==> src/hw/rtl/stl_pkg.sv <==
package stl_pkg;

  // Result queue depth: one slot draining plus room for a two-result request.
  localparam int unsigned QueueDepth = 3;
  localparam int unsigned PtrW       = 2;
  localparam int unsigned CntW       = 2;

  localparam logic [7:0] ChBackslash = 8'h5C;
  localparam logic [7:0] ChMinus     = 8'h2D;
  localparam logic [7:0] ChDot       = 8'h2E;
  localparam logic [7:0] ChSemi      = 8'h3B;
  localparam logic [7:0] ChNewline   = 8'h0A;
  localparam logic [7:0] ChQuote     = 8'h27;
  localparam logic [7:0] ChOpen      = 8'h28;
  localparam logic [7:0] ChClose     = 8'h29;

  typedef enum logic [7:0] {
    ModeIdle    = 8'b0000_0001,
    ModeSymbol  = 8'b0000_0010,
    ModeInt     = 8'b0000_0100,
    ModeOpen    = 8'b0000_1000,
    ModeClose   = 8'b0001_0000,
    ModeQuote   = 8'b0010_0000,
    ModeReal    = 8'b0100_0000,
    ModeComment = 8'b1000_0000
  } lex_mode_e;

  typedef enum logic [2:0] {
    TokSymbol = 3'd0,
    TokInt    = 3'd1,
    TokOpen   = 3'd2,
    TokClose  = 3'd3,
    TokQuote  = 3'd4,
    TokReal   = 3'd5
  } tok_type_e;

  typedef enum logic {
    KindToken   = 1'b0,
    KindInvalid = 1'b1
  } kind_e;

  typedef struct packed {
    kind_e     kind;
    logic [7:0] data;
    tok_type_e tok_type;
    logic      tok_end;
    logic      run_last;
  } result_t;

  function automatic logic is_letter(input logic [7:0] c);
    return (c >= 8'h61 && c <= 8'h7A) || (c >= 8'h41 && c <= 8'h5A);
  endfunction

  function automatic logic is_digit(input logic [7:0] c);
    return c >= 8'h30 && c <= 8'h39;
  endfunction

  function automatic logic sym_start(input logic [7:0] c);
    return is_letter(c) || c == 8'h2B || c == 8'h2A || c == 8'h2F || c == 8'h25 ||
           c == 8'h21 || c == 8'h3F || c == 8'h26 || c == 8'h5E || c == 8'h7C ||
           c == 8'h3C || c == 8'h3E;
  endfunction

  function automatic logic sym_more(input logic [7:0] c);
    return sym_start(c) || c == ChMinus || c == ChBackslash;
  endfunction

  function automatic logic is_space(input logic [7:0] c);
    return c == 8'h20 || (c >= 8'h09 && c <= 8'h0D);
  endfunction

  function automatic tok_type_e mode_type(input lex_mode_e m);
    tok_type_e t;
    unique case (m)
      ModeSymbol: t = TokSymbol;
      ModeInt:    t = TokInt;
      ModeOpen:   t = TokOpen;
      ModeClose:  t = TokClose;
      ModeQuote:  t = TokQuote;
      ModeReal:   t = TokReal;
      default:    t = TokSymbol;
    endcase
    return t;
  endfunction

  function automatic logic [PtrW-1:0] ptr_inc(input logic [PtrW-1:0] p);
    return (p == PtrW'(QueueDepth - 1)) ? '0 : p + PtrW'(1);
  endfunction

endpackage

==> src/hw/rtl/sexpr_token_lexer.sv <==
// S-expression token lexer.
//
// Input channel: one character per request (in_byte_i), or an end-of-text
// marker (end_of_input_i) that flushes the pending token and returns to idle.
// Output channel: token bytes and invalid-character reports, one per request.
// Each token byte leaves one request late, once the next character shows
// whether the token goes on; the last byte carries token_end_o and the final
// token_type_o. run_last_o flags the last result caused by one input request.
//
// A result caused by an input request is written to the result queue and is
// visible in the cycle after the input is accepted. Throughput: one input
// request per cycle while the output does not stall and each input causes at
// most one result. An input that causes two results (a token end plus an
// invalid report) leaves two results waiting in the three-entry result queue.
// With one result taken per cycle, the input stalls while the extra result drains.
// The input stalls whenever two or more results wait in the queue; a stall on
// the output simply holds the queue head. Reset empties the queue, drops the
// pending token byte and puts the lexer in idle.
module sexpr_token_lexer import stl_pkg::*; (
  input  logic       clk_i,
  input  logic       rst_ni,
  input  logic       in_valid_i,
  output logic       in_stall_o,
  input  logic [7:0] in_byte_i,
  input  logic       end_of_input_i,
  output logic       out_valid_o,
  input  logic       out_stall_i,
  output logic       kind_o,
  output logic [7:0] out_byte_o,
  output logic [2:0] token_type_o,
  output logic       token_end_o,
  output logic       run_last_o
);

  lex_mode_e       mode_q, mode_d;
  logic [7:0]      held_byte_q, held_byte_d;
  logic            held_valid_q, held_valid_d;

  result_t         queue_q [QueueDepth];
  logic [PtrW-1:0] rd_ptr_q, wr_ptr_q;
  logic [CntW-1:0] count_q;

  logic            in_accept, out_accept;
  result_t         res0, res1;
  logic [1:0]      n_res;
  logic            cont;
  tok_type_e       held_type;

  assign in_stall_o  = count_q > CntW'(1);
  assign in_accept   = in_valid_i && !in_stall_o;
  assign out_valid_o = count_q != '0;
  assign out_accept  = out_valid_o && !out_stall_i;

  assign held_type = mode_type(mode_q);

  // Decide whether the held token goes on with this character.
  always_comb begin
    cont = 1'b0;
    unique case (mode_q)
      ModeSymbol: cont = sym_more(in_byte_i);
      ModeInt:    cont = is_digit(in_byte_i) || in_byte_i == ChDot;
      ModeReal:   cont = is_digit(in_byte_i);
      default:    cont = 1'b0;
    endcase
  end

  // Lex one character against the current mode; build up to two results.
  always_comb begin
    mode_d       = mode_q;
    held_byte_d  = held_byte_q;
    held_valid_d = held_valid_q;
    n_res        = 2'd0;
    res0         = '{KindToken, held_byte_q, held_type, 1'b1, 1'b0};
    res1         = '{KindInvalid, in_byte_i, TokSymbol, 1'b0, 1'b0};

    if (end_of_input_i) begin
      // Flush the pending byte as the end of its token.
      n_res        = {1'b0, held_valid_q};
      held_valid_d = 1'b0;
      mode_d       = ModeIdle;
    end else if (mode_q == ModeComment) begin
      if (in_byte_i == ChNewline) begin
        mode_d = ModeIdle;
      end
    end else if (held_valid_q && cont) begin
      // Token goes on: release the held byte unterminated, hold the new one.
      n_res         = 2'd1;
      res0.tok_end  = 1'b0;
      held_byte_d   = in_byte_i;
      if (mode_q == ModeInt && in_byte_i == ChDot) begin
        mode_d = ModeReal;
      end
    end else begin
      // Close any held token, then lex the character fresh.
      n_res        = {1'b0, held_valid_q};
      held_valid_d = 1'b0;
      mode_d       = ModeIdle;
      held_byte_d  = in_byte_i;
      if (sym_start(in_byte_i)) begin
        mode_d       = ModeSymbol;
        held_valid_d = 1'b1;
      end else if (is_digit(in_byte_i) || in_byte_i == ChMinus) begin
        mode_d       = ModeInt;
        held_valid_d = 1'b1;
      end else if (in_byte_i == ChOpen) begin
        mode_d       = ModeOpen;
        held_valid_d = 1'b1;
      end else if (in_byte_i == ChClose) begin
        mode_d       = ModeClose;
        held_valid_d = 1'b1;
      end else if (in_byte_i == ChQuote) begin
        mode_d       = ModeQuote;
        held_valid_d = 1'b1;
      end else if (in_byte_i == ChSemi) begin
        mode_d       = ModeComment;
      end else if (!is_space(in_byte_i)) begin
        // Report the invalid byte after a closed token, or on its own.
        if (held_valid_q) begin
          n_res = 2'd2;
        end else begin
          n_res = 2'd1;
          res0  = res1;
        end
      end
    end

    // Tag the last result of this request.
    if (n_res == 2'd2) begin
      res1.run_last = 1'b1;
    end else begin
      res0.run_last = 1'b1;
    end
  end

  always_ff @(posedge clk_i or negedge rst_ni) begin
    if (!rst_ni) begin
      mode_q       <= ModeIdle;
      held_byte_q  <= '0;
      held_valid_q <= 1'b0;
    end else if (in_accept) begin
      mode_q       <= mode_d;
      held_byte_q  <= held_byte_d;
      held_valid_q <= held_valid_d;
    end
  end

  // Result queue: payload slots, no reset.
  always_ff @(posedge clk_i) begin
    if (in_accept && n_res != 2'd0) begin
      queue_q[wr_ptr_q] <= res0;
    end
    if (in_accept && n_res == 2'd2) begin
      queue_q[ptr_inc(wr_ptr_q)] <= res1;
    end
  end

  always_ff @(posedge clk_i or negedge rst_ni) begin
    if (!rst_ni) begin
      rd_ptr_q <= '0;
      wr_ptr_q <= '0;
      count_q  <= '0;
    end else begin
      if (out_accept) begin
        rd_ptr_q <= ptr_inc(rd_ptr_q);
      end
      if (in_accept) begin
        if (n_res == 2'd1) begin
          wr_ptr_q <= ptr_inc(wr_ptr_q);
        end else if (n_res == 2'd2) begin
          wr_ptr_q <= ptr_inc(ptr_inc(wr_ptr_q));
        end
      end
      count_q <= count_q + (in_accept ? CntW'(n_res) : '0) - CntW'(out_accept);
    end
  end

  assign kind_o       = queue_q[rd_ptr_q].kind;
  assign out_byte_o   = queue_q[rd_ptr_q].data;
  assign token_type_o = queue_q[rd_ptr_q].tok_type;
  assign token_end_o  = queue_q[rd_ptr_q].tok_end;
  assign run_last_o   = queue_q[rd_ptr_q].run_last;

  // Queue never overfills.
  assert property (@(posedge clk_i) disable iff (!rst_ni)
    count_q <= CntW'(QueueDepth))
    else $error("result queue overflow");

  // A held byte only exists in a token mode.
  assert property (@(posedge clk_i) disable iff (!rst_ni)
    held_valid_q |-> (mode_q != ModeIdle && mode_q != ModeComment))
    else $error("held byte outside a token mode");

  // End of input leaves nothing pending.
  assert property (@(posedge clk_i) disable iff (!rst_ni)
    (in_accept && end_of_input_i) |=> (!held_valid_q && mode_q == ModeIdle))
    else $error("end of input did not flush");

  // Invalid reports carry no token type and no end mark.
  assert property (@(posedge clk_i) disable iff (!rst_ni)
    (out_valid_o && kind_o == KindInvalid) |-> (token_type_o == TokSymbol && !token_end_o))
    else $error("malformed invalid report");

endmodule
==> config.mk <==
export PLATFORM = sky130hd
export DESIGN_NAME = sexpr_token_lexer
export DESIGN_NICKNAME = d
export VERILOG_FILES = /design/src/hw/rtl/stl_pkg.sv /design/src/hw/rtl/sexpr_token_lexer.sv
export SDC_FILE = /design/constraint.sdc
export NUM_CORES = 1
export LEC_CHECK = 0
export BUFFER_PORTS_ARGS = -buffer_cell sky130_fd_sc_hd__clkbuf_2
export CAP_MARGIN = 20
export CORE_ASPECT_RATIO = 0.8
export CORE_MARGIN = 2
export CORE_UTILIZATION = 63
export CTS_BUF_LIST = sky130_fd_sc_hd__clkbuf_2 sky130_fd_sc_hd__clkbuf_4 sky130_fd_sc_hd__clkbuf_8
export DETAILED_ROUTE_END_ITERATION = 10
export HOLD_SLACK_MARGIN = 0.03
export PLACE_DENSITY_LB_ADDON = 0.08
export SYNTH_ARGS = -nofsm -noshare
export SYNTH_HDL_FRONTEND = slang
export SYNTH_SLANG_ARGS = --single-unit
==> constraint.sdc <==
create_clock -name clk_i -period 3.3 [get_ports clk_i]
set_input_delay 0.33 -clock clk_i [delete_from_list [all_inputs] [get_ports clk_i]]
set_output_delay 0.33 -clock clk_i [all_outputs]
set_load 0.005 [all_outputs]
==> results.cfg, run 1 <==
[route]
vias_per_cell = 6.51
wire_per_inst_microns = 18.0
post-route-drc-count = 0
drtPass1Iterations = 5
first_iter_violations = 327
wl_mm = 9.21
ant_nets = 0
vias = 3322

[setup_path]
worst-path-max-fanout = 12
critical_path_class = input port to flip-flop
crit_path_end_kind = flip-flop
start_kind = input port
endpoint = queue_q[0][10]
crit_path_start = in_byte_i[5]
cp.required_ns = 3.50
r2r_setup_slack_ns = 0.41
reg2reg_depth = 12
r2r-end = count_q[1]
r2r-start = mode_q[6]
cp.arrival_ns = 3.10

[run_status]
status = finished clean

[pwr]
pwr-share-comb_pct = 31.9
leakage_nw = 1.74
power_mw = 2.82
clockPowerShare_pct = 25.2
p_int_mw = 1.81
power.density_nw_per_um2 = 654
ir_drop_mv = 0.445
p_seq_share_pct = 42.9
p_sw_mw = 1.01
swShare_pct = 35.8

[clock_network]
cts_sinks = 65
cts_tree = done
cts_max_path_buffers = 2
cts_root_buf = clkbuf_8
cts_setup_buffers = 0
numCtsBuffers = 9
clkLatencyLatePin_ns = 0.34
cts_resized = 0
cts.reportedPaths.clkPinSlew_ns = 0.07
postCtsHoldBufs = 1
cts_htree_levels = 3

[logic_synthesis]
yosysSeqAreaShare_pct = 43.5
synth_top_area_share_pct = 20.9
synthSimpleGateAreaFrac_pct = 17.9
ys_ff_latch = 65
synth_edf_count = 27
synth-warning-count = 0
syn_nets = 413
syn_area_per_cell_sq_um = 9.79
synth.area.top_cells = edfxtp_1, dfrtp_1, dfxtp_1, a32o_1, nand2_1
synth_cell_type_count = 63
synth_top_family_by_area = compound AO/OA/AOI/OAI gates
synth.largest_area_cell = edfxtp_1
async_flop_share_pct = 35.4
synthMuxAreaShare_pct = 6.78
syn-cell-area_sq_um = 3880
synthAdderAreaFrac_pct = 1.29
syn_inst = 396
synth-xor-area-share_pct = 1.36
synth_top_flop_cell = edfxtp_1
synth-compound-area-share_pct = 24.3

[timing]
slew_headroom_pct = 43.0
fin_ws_ns = 0.402
fmax_mhz = 345
period_needed_ns = 2.90
fin_crit_sh_pct = 87.8
clock_skew_ns = 0.0110
fin_setup_tns_ns = 0
hold_viol = 0
maxSlewViolCount = 0
rsz0062_at_grt = false
setup_viol = 0
tightest_slew_ns = 0.851

[min_path]
hold_path_class = input port to flip-flop

[cells_and_area]
antenna_cells = 0
layout.cells.non_filler = 510
fill_cells = 416
area_growth_pct = 11.3
layout-drive-gt1-share_pct = 20.0
finalNetCount = 441

[global_routing]
grt_first_pass_wirelength_mm = 15.1
overflow = 0
grt_usage_pct = 28.6
grt_pass1_vias = 2954
antenna_found_initial = 0
grt_max_degree = 31

[floorplan]
fp.dieH_microns = 74.2
boundaryPins = 29
core_area_sq_um = 5910
rows = 25
dieArea_sq_um = 6800
die_w_microns = 91.7
start_util_pct = 65.6

[placed_design]
gp_congestion = 0.932
pre_cts_ws_ns = 0.115
hpwl_mm = 6.49
port_buffers = 28
dp.cells = 493

[job]
drv_cap = 0
[worst max-delay path, cell delays in order]
cell and delay [ns]:
clkbuf_2 0.21, nor2b_1 0.22, a2bb2oi_1 0.09, o32ai_1 0.13, nand2_1 0.14, ha_1 0.31
o21ai_0 0.22, inv_1 0.12, mux2i_1 0.23, buf_4 0.17, a21oi_4 0.05, o31ai_2 0.66
a32o_1 0.22
[final cells by class]
type                       instances  area, sq um  area share, %
timing repair buffer              45          270           6.26
inverter                          11         41.3          0.957
clock inverter                     4         51.3           1.19
tap                               81          101           2.35
sequential                        65         1690           39.1
multi-input combinational        292         2000           46.4
clock buffer                      12          159           3.68
[cell usage in the layout, fill, tap and decap left out, types with 5 or more instances in the layout]
cell / synthesis / routed
a21oi_1: 17 / 17
a32o_1: 25 / 25
buf_4: 2 / 16
clkbuf_2: 0 / 28
clkbuf_8: 0 / 11
dfrtp_1: 22 / 22
dfxtp_1: 15 / 15
edfxtp_1: 27 / 27
inv_1: 11 / 11
mux2_2: 10 / 10
mux2i_1: 15 / 15
nand2_1: 48 / 48
nand2b_1: 15 / 15
nand3_1: 14 / 14
nand4_1: 5 / 5
nor2_1: 18 / 18
nor3_1: 10 / 10
o211ai_1: 10 / 10
o21ai_0: 35 / 35
o31ai_1: 8 / 8
xor2_1: 5 / 5
[registers in the layout, summed over array words and instances (netlist names)]
register / cells
held_byte_q: 8
count_q: 2
wr_ptr_q: 2
held_valid_q: 1
mode_q: 8
rd_ptr_q: 2
queue_q: 42
[through the flow]
step	hold WS (ns)	instance area, sq um	utilization, %
final	0.329	4320	73.0
after CTS	0.319	4320	73.0
after detailed placement	0.376	4100	69.3
after global placement	0.366	4100	69.3
after floorplan	0.0344	3880	-
after global routing	0.348	4320	73.0
[routing by layer]
metal | routed length [microns] | global-route usage (%) | part of all wire, %
met1 | 4140 | 41.9 | 45
met2 | 4120 | 43.7 | 45
met5 | 0 | 0 | 0
met4 | 109 | 8.46 | 1.2
met3 | 833 | 5.98 | 9.0
[cell families after synthesis]
| group | count (synthesis) |
|---|---|
| flip-flops | 65 |
| adder cells (fa/ha/maj) | 4 |
| AO/OA/AOI/OAI | 123 |
| buffers and inverters | 39 |
| XOR/XNOR | 6 |
| multiplexers | 25 |
| AND/OR/NAND/NOR | 134 |
[synth_stat cells (2+ instances only)]
cell type / number
ha_1: 4
o2111ai_1: 2
o21ai_1: 2
nand2_2: 2
or4_1: 3
nor2b_1: 2
a21o_1: 3
buf_4: 2
a21oi_1: 17
and4_1: 2
a32oi_1: 2
or3_1: 2
xor2_1: 5
inv_1: 11
a21oi_4: 2
buf_6: 2
o31ai_1: 8
o21ai_0: 35
nand2_1: 48
nand4_1: 5
mux2_2: 10
nand2b_1: 15
o211ai_1: 10
buf_2: 12
clkbuf_1: 11
edfxtp_1: 27
o31ai_4: 2
dfxtp_1: 15
nand4bb_1: 2
nand3_1: 14
nor2_1: 18
or2_0: 2
a32o_1: 25
nor3_1: 10
dfrtp_1: 22
mux2i_1: 15
[power groups by stage]
stage	sequential [mW]	combinational, mW	clock [mW]
finish	1.21	0.900	0.711
detailed placement	1.22	0.884	0
global placement	1.21	0.860	0
CTS	1.21	0.890	0.720
floorplan	1.12	0.732	0
global route	1.24	0.995	0.747
[how the worst min path moves through the flow]
stage | end | slack, ns | startpoint | depth (start not counted)
global route | count_q[1] | 0.35 | in_valid_i | 3
global placement | rd_ptr_q[1] | 0.37 | rst_ni | 1
floorplan | count_q[0] | 0.03 | rst_ni | 0
detailed placement | rd_ptr_q[1] | 0.38 | rst_ni | 1
CTS | count_q[1] | 0.32 | in_valid_i | 3
finish | count_q[1] | 0.33 | in_valid_i | 3
No activity file was read; power rests on OpenSTA's default activity.
==> run 2, diff against run 1 <==
PLACE_DENSITY = 0.91   (was not set)
PLACE_DENSITY_LB_ADDON = not set   (was 0.08)
==> results.cfg, run 2 (synthesized netlist as in run 1, its figures left out) <==
[cells_and_area]
regMostFlops = queue_q
top_regs = queue_q x42, held_byte_q x8, mode_q x8
fin_util_pct = 72.7
layout_common_cells = nand2_1, o21ai_0, clkbuf_2
area_growth_pct = 10.9
fill_cells = 416
layout-drive-gt1-share_pct = 19.8
antenna_cells = 0
largest_reg_flops = 42
final_common_cell = nand2_1
finalNetCount = 441

[global_routing]
grt_max_degree = 31
grt_first_pass_wirelength_mm = 15.7
antenna_found_initial = 0
overflow = 0
gr-usage-met2_pct = 48.4
grt_usage_pct = 29.9
grt_busiest_layer = met2
use_met3_pct = 7.19
groute.layer.met1.usage_pct = 40.8
grt_pass1_vias = 3138

[clock_network]
cts_max_path_buffers = 2
cts.reportedPaths.clkPinSlew_ns = 0.08
cts_setup_buffers = 0
cts_sinks = 65
clkLatencyLatePin_ns = 0.36
cts_htree_levels = 3
cts_tree = done
numCtsBuffers = 9
cts_root_buf = clkbuf_8
cts_resized = 0

[route]
first_iter_violations = 432
vias = 3402
wire_per_inst_microns = 18.9
drtPass1Iterations = 5
post-route-drc-count = 0
ant_nets = 0
vias_per_cell = 6.67
wl_mm = 9.63

[placed_design]
gp_congestion = 0.967
hpwl_mm = 6.83
port_buffers = 28

[floorplan]
core_area_sq_um = 5910
dieArea_sq_um = 6800
die_w_microns = 91.7
start_util_pct = 65.6
rows = 25
boundaryPins = 29
fp.dieH_microns = 74.2

[timing]
maxSlewViolCount = 0
rsz0062_at_grt = false
fin_setup_tns_ns = 0
period_needed_ns = 3.13
clock_skew_ns = 0.0103
fin_crit_sh_pct = 94.7
hold_viol = 0
tightest_slew_ns = 0.890
worst_hold_slack_ns = 0.352
slew_headroom_pct = 40.6
fmax_mhz = 320
setup_viol = 0

[setup_path]
worst-path-max-fanout = 24
crit_path_start = mode_q[3]
r2r-end = queue_q[0][6]
reg2reg_depth = 9
r2r-start = mode_q[3]
crit_path_end_kind = flip-flop
cp.required_ns = 3.41
r2r_setup_slack_ns = 0.17
start_kind = flip-flop
critical_path_class = flip-flop to flip-flop
cp.arrival_ns = 3.24

[run_status]
status = finished clean

[pwr]
power.density_nw_per_um2 = 654
leakage_nw = 1.72
ir_drop_mv = 0.317

[min_path]
hold-path-cell-count = 4
hold_end = rd_ptr_q[1]
min_from = out_stall_i
hold_path_class = input port to flip-flop

[job]
drv_cap = 0
[run 2: power by group]
part	internal [mW]	switching [mW]	total, mW	leakage, nW
clock network	0.347	0.321	0.668	0.0929
registers	1.01	0.218	1.23	0.669
logic	0.392	0.521	0.913	0.963
[run 2: cell type report]
class | instances | area, sq um | share of cell area, %
Multi-Input combinational cell | 292 | 2000 | 46.6
Sequential cell | 65 | 1690 | 39.2
Timing Repair Buffer | 45 | 270 | 6.28
Clock buffer | 9 | 124 | 2.88
Tap cell | 81 | 101 | 2.36
Clock inverter | 7 | 71.3 | 1.66
Inverter | 11 | 41.3 | 0.960
[run 2: how the worst max path moves through the flow]
| stage | slack [ns] | endpoint | depth (start not counted) |
|---|---|---|---|
| floorplan | 0.30 | count_q[1] | 15 |
| global placement | 0.20 | queue_q[0][11] | 13 |
| detailed placement | 0.003 | queue_q[0][6] | 12 |
| CTS | 0.25 | queue_q[1][5] | 9 |
| global route | 0.05 | queue_q[0][6] | 9 |
| finish | 0.17 | queue_q[0][6] | 9 |
[run 2: repair_timing]
item | in CTS | in global routing
hold endpoints to repair | 22 | 0
endpoints found under the setup margin | 0 | 0
hold buffers | 1 | 0
[run 2: metal layers]
metal / up-vias / share of wire (%)
met5: - / 0
met1: 1601 / 43
met2: 194 / 46
met3: 37 / 9.1
li1: 1570 / -
met4: 0 / 2.1
[run 2: metrics by stage]
stage               instance area (sq um)  cells  power, mW  worst slack (ns)
global route                         4300    510       2.96            0.0503
finish                               4300    510       2.81             0.175
CTS                                  4300    510       2.80             0.250
floorplan                            3880    396       1.85             0.303
detailed placement                   4100    493       2.14           0.00323
global placement                     4100    493       2.06             0.199
[run 2: critical path: stages, from the launching register on]
cell and delay [ns]:
dfrtp_1 0.44, nor3_1 0.45, a41o_1 0.39, o21ai_0 0.14, inv_1 0.14, mux2i_1 0.13, buf_4 0.16, a21oi_4 0.47
a21oi_4 0.22, a32o_1 0.34
==> run 3, diff against run 2 <==
CORE_UTILIZATION = 46   (was 63)
PLACE_DENSITY = 0.72   (was 0.91)
SLEW_MARGIN = 40   (was not set)
==> results.cfg, run 3 (synthesized netlist as in run 1, its figures left out) <==
[run_status]
status = finished clean

[placed_design]
port_buffers = 28
dp.cells = 523
hpwl_mm = 7.09
pre_cts_ws_ns = 0.113
gp_congestion = 0.932

[cells_and_area]
finalNetCount = 444
layout.cells.non_filler = 540
layout_common_cells = nand2_1, o21ai_0, clkbuf_2
largest_reg_flops = 42
fin_util_pct = 54.1
area_growth_pct = 12.4
fill_cells = 736
top_regs = queue_q x42, held_byte_q x8, mode_q x8
final_common_cell = nand2_1
layout-drive-gt1-share_pct = 20.6
antenna_cells = 0
regMostFlops = queue_q

[timing]
clock_skew_ns = 0.0121
fmax_mhz = 346
setup_viol = 0
fin_ws_ns = 0.411
tightest_slew_ns = 0.838
slew_headroom_pct = 43.9
hold_viol = 0
fin_crit_sh_pct = 87.5
rsz0062_at_grt = false
maxSlewViolCount = 0
fin_setup_tns_ns = 0
period_needed_ns = 2.89

[pwr]
ir_drop_mv = 0.287
power.density_nw_per_um2 = 647
leakage_nw = 1.75

[clock_network]
numCtsBuffers = 9
cts_max_path_buffers = 2
cts_htree_levels = 3
cts_root_buf = clkbuf_8
cts_setup_buffers = 0
cts_resized = 0
cts.reportedPaths.clkPinSlew_ns = 0.08
cts_sinks = 65
postCtsHoldBufs = 1
clkLatencyLatePin_ns = 0.35
cts_tree = done

[floorplan]
die_w_microns = 107
dieArea_sq_um = 9180
rows = 29
boundaryPins = 29
fp.dieH_microns = 86.1
core_area_sq_um = 8060
start_util_pct = 48.1

[min_path]
hold_path_class = input port to flip-flop

[global_routing]
antenna_found_initial = 0
grt_max_degree = 31
grt_first_pass_wirelength_mm = 15.8
grt_usage_pct = 22.2
overflow = 0
grt_pass1_vias = 3000

[route]
drtPass1Iterations = 5
ant_nets = 0
vias = 3307
first_iter_violations = 352
post-route-drc-count = 0
wl_mm = 9.71
vias_per_cell = 6.12
wire_per_inst_microns = 18.0

[setup_path]
worst-path-max-fanout = 12
crit_path_start = in_byte_i[5]
r2r_setup_slack_ns = 0.48
r2r-end = count_q[1]
endpoint = queue_q[0][8]
crit_path_end_kind = flip-flop
cp.required_ns = 3.51
reg2reg_depth = 12
start_kind = input port
critical_path_class = input port to flip-flop
r2r-start = mode_q[4]
cp.arrival_ns = 3.10

[job]
drv_cap = 0
## run 3: worst max-delay path, stage by stage
cell	delay (ns)
clkbuf_2	0.22
nor2b_1	0.22
a2bb2oi_1	0.09
o32ai_1	0.13
nand2_1	0.14
ha_1	0.31
o21ai_0	0.25
inv_1	0.12
mux2i_1	0.19
buf_4	0.16
a21oi_4	0.06
o31ai_2	0.63
a32o_1	0.24
## run 3: area by class of cell
cell class	count	area, sq um	share of cell area (%)
Inverter	11	41.3	0.948
Clock buffer	9	124	2.84
Sequential cell	65	1690	38.8
Clock inverter	7	70.1	1.61
Tap cell	108	135	3.10
Timing Repair Buffer	48	293	6.72
Multi-Input combinational cell	292	2000	46.0
## run 3: worst min-delay path by stage
stage | start | end | slack, ns | depth (start not counted)
floorplan | rst_ni | count_q[0] | 0.03 | 0
global placement | rst_ni | rd_ptr_q[1] | 0.37 | 1
detailed placement | rst_ni | rd_ptr_q[1] | 0.37 | 1
CTS | out_stall_i | rd_ptr_q[1] | 0.33 | 4
global route | in_valid_i | count_q[1] | 0.36 | 3
finish | out_stall_i | rd_ptr_q[1] | 0.32 | 4
## run 3: report_power, final
| group | internal, mW | switching (mW) | total (mW) |
|---|---|---|---|
| Combinational | 0.408 | 0.510 | 0.918 |
| Sequential | 1.01 | 0.213 | 1.22 |
| Clock | 0.348 | 0.327 | 0.676 |
## run 3: routing by layer
metal  wire length (microns)  GRT usage (%)  share of wire, %  vias up
met1                    4650           32.7                48     1579
li1                        -              -                 -     1569
met4                     131           6.26               1.3        0
met3                     752           5.02               7.7       16
met5                       0              0                 0        -
met2                    4180           32.8                43      143
## run 3: stage by stage
step	instance area (sq um)	power, mW	hold WS, ns
final	4360	2.82	0.323
after global routing	4360	2.99	0.360
after CTS	4360	2.82	0.335
after detailed placement	4150	2.15	0.372
after global placement	4150	2.10	0.367
after floorplan	3880	1.85	0.0344
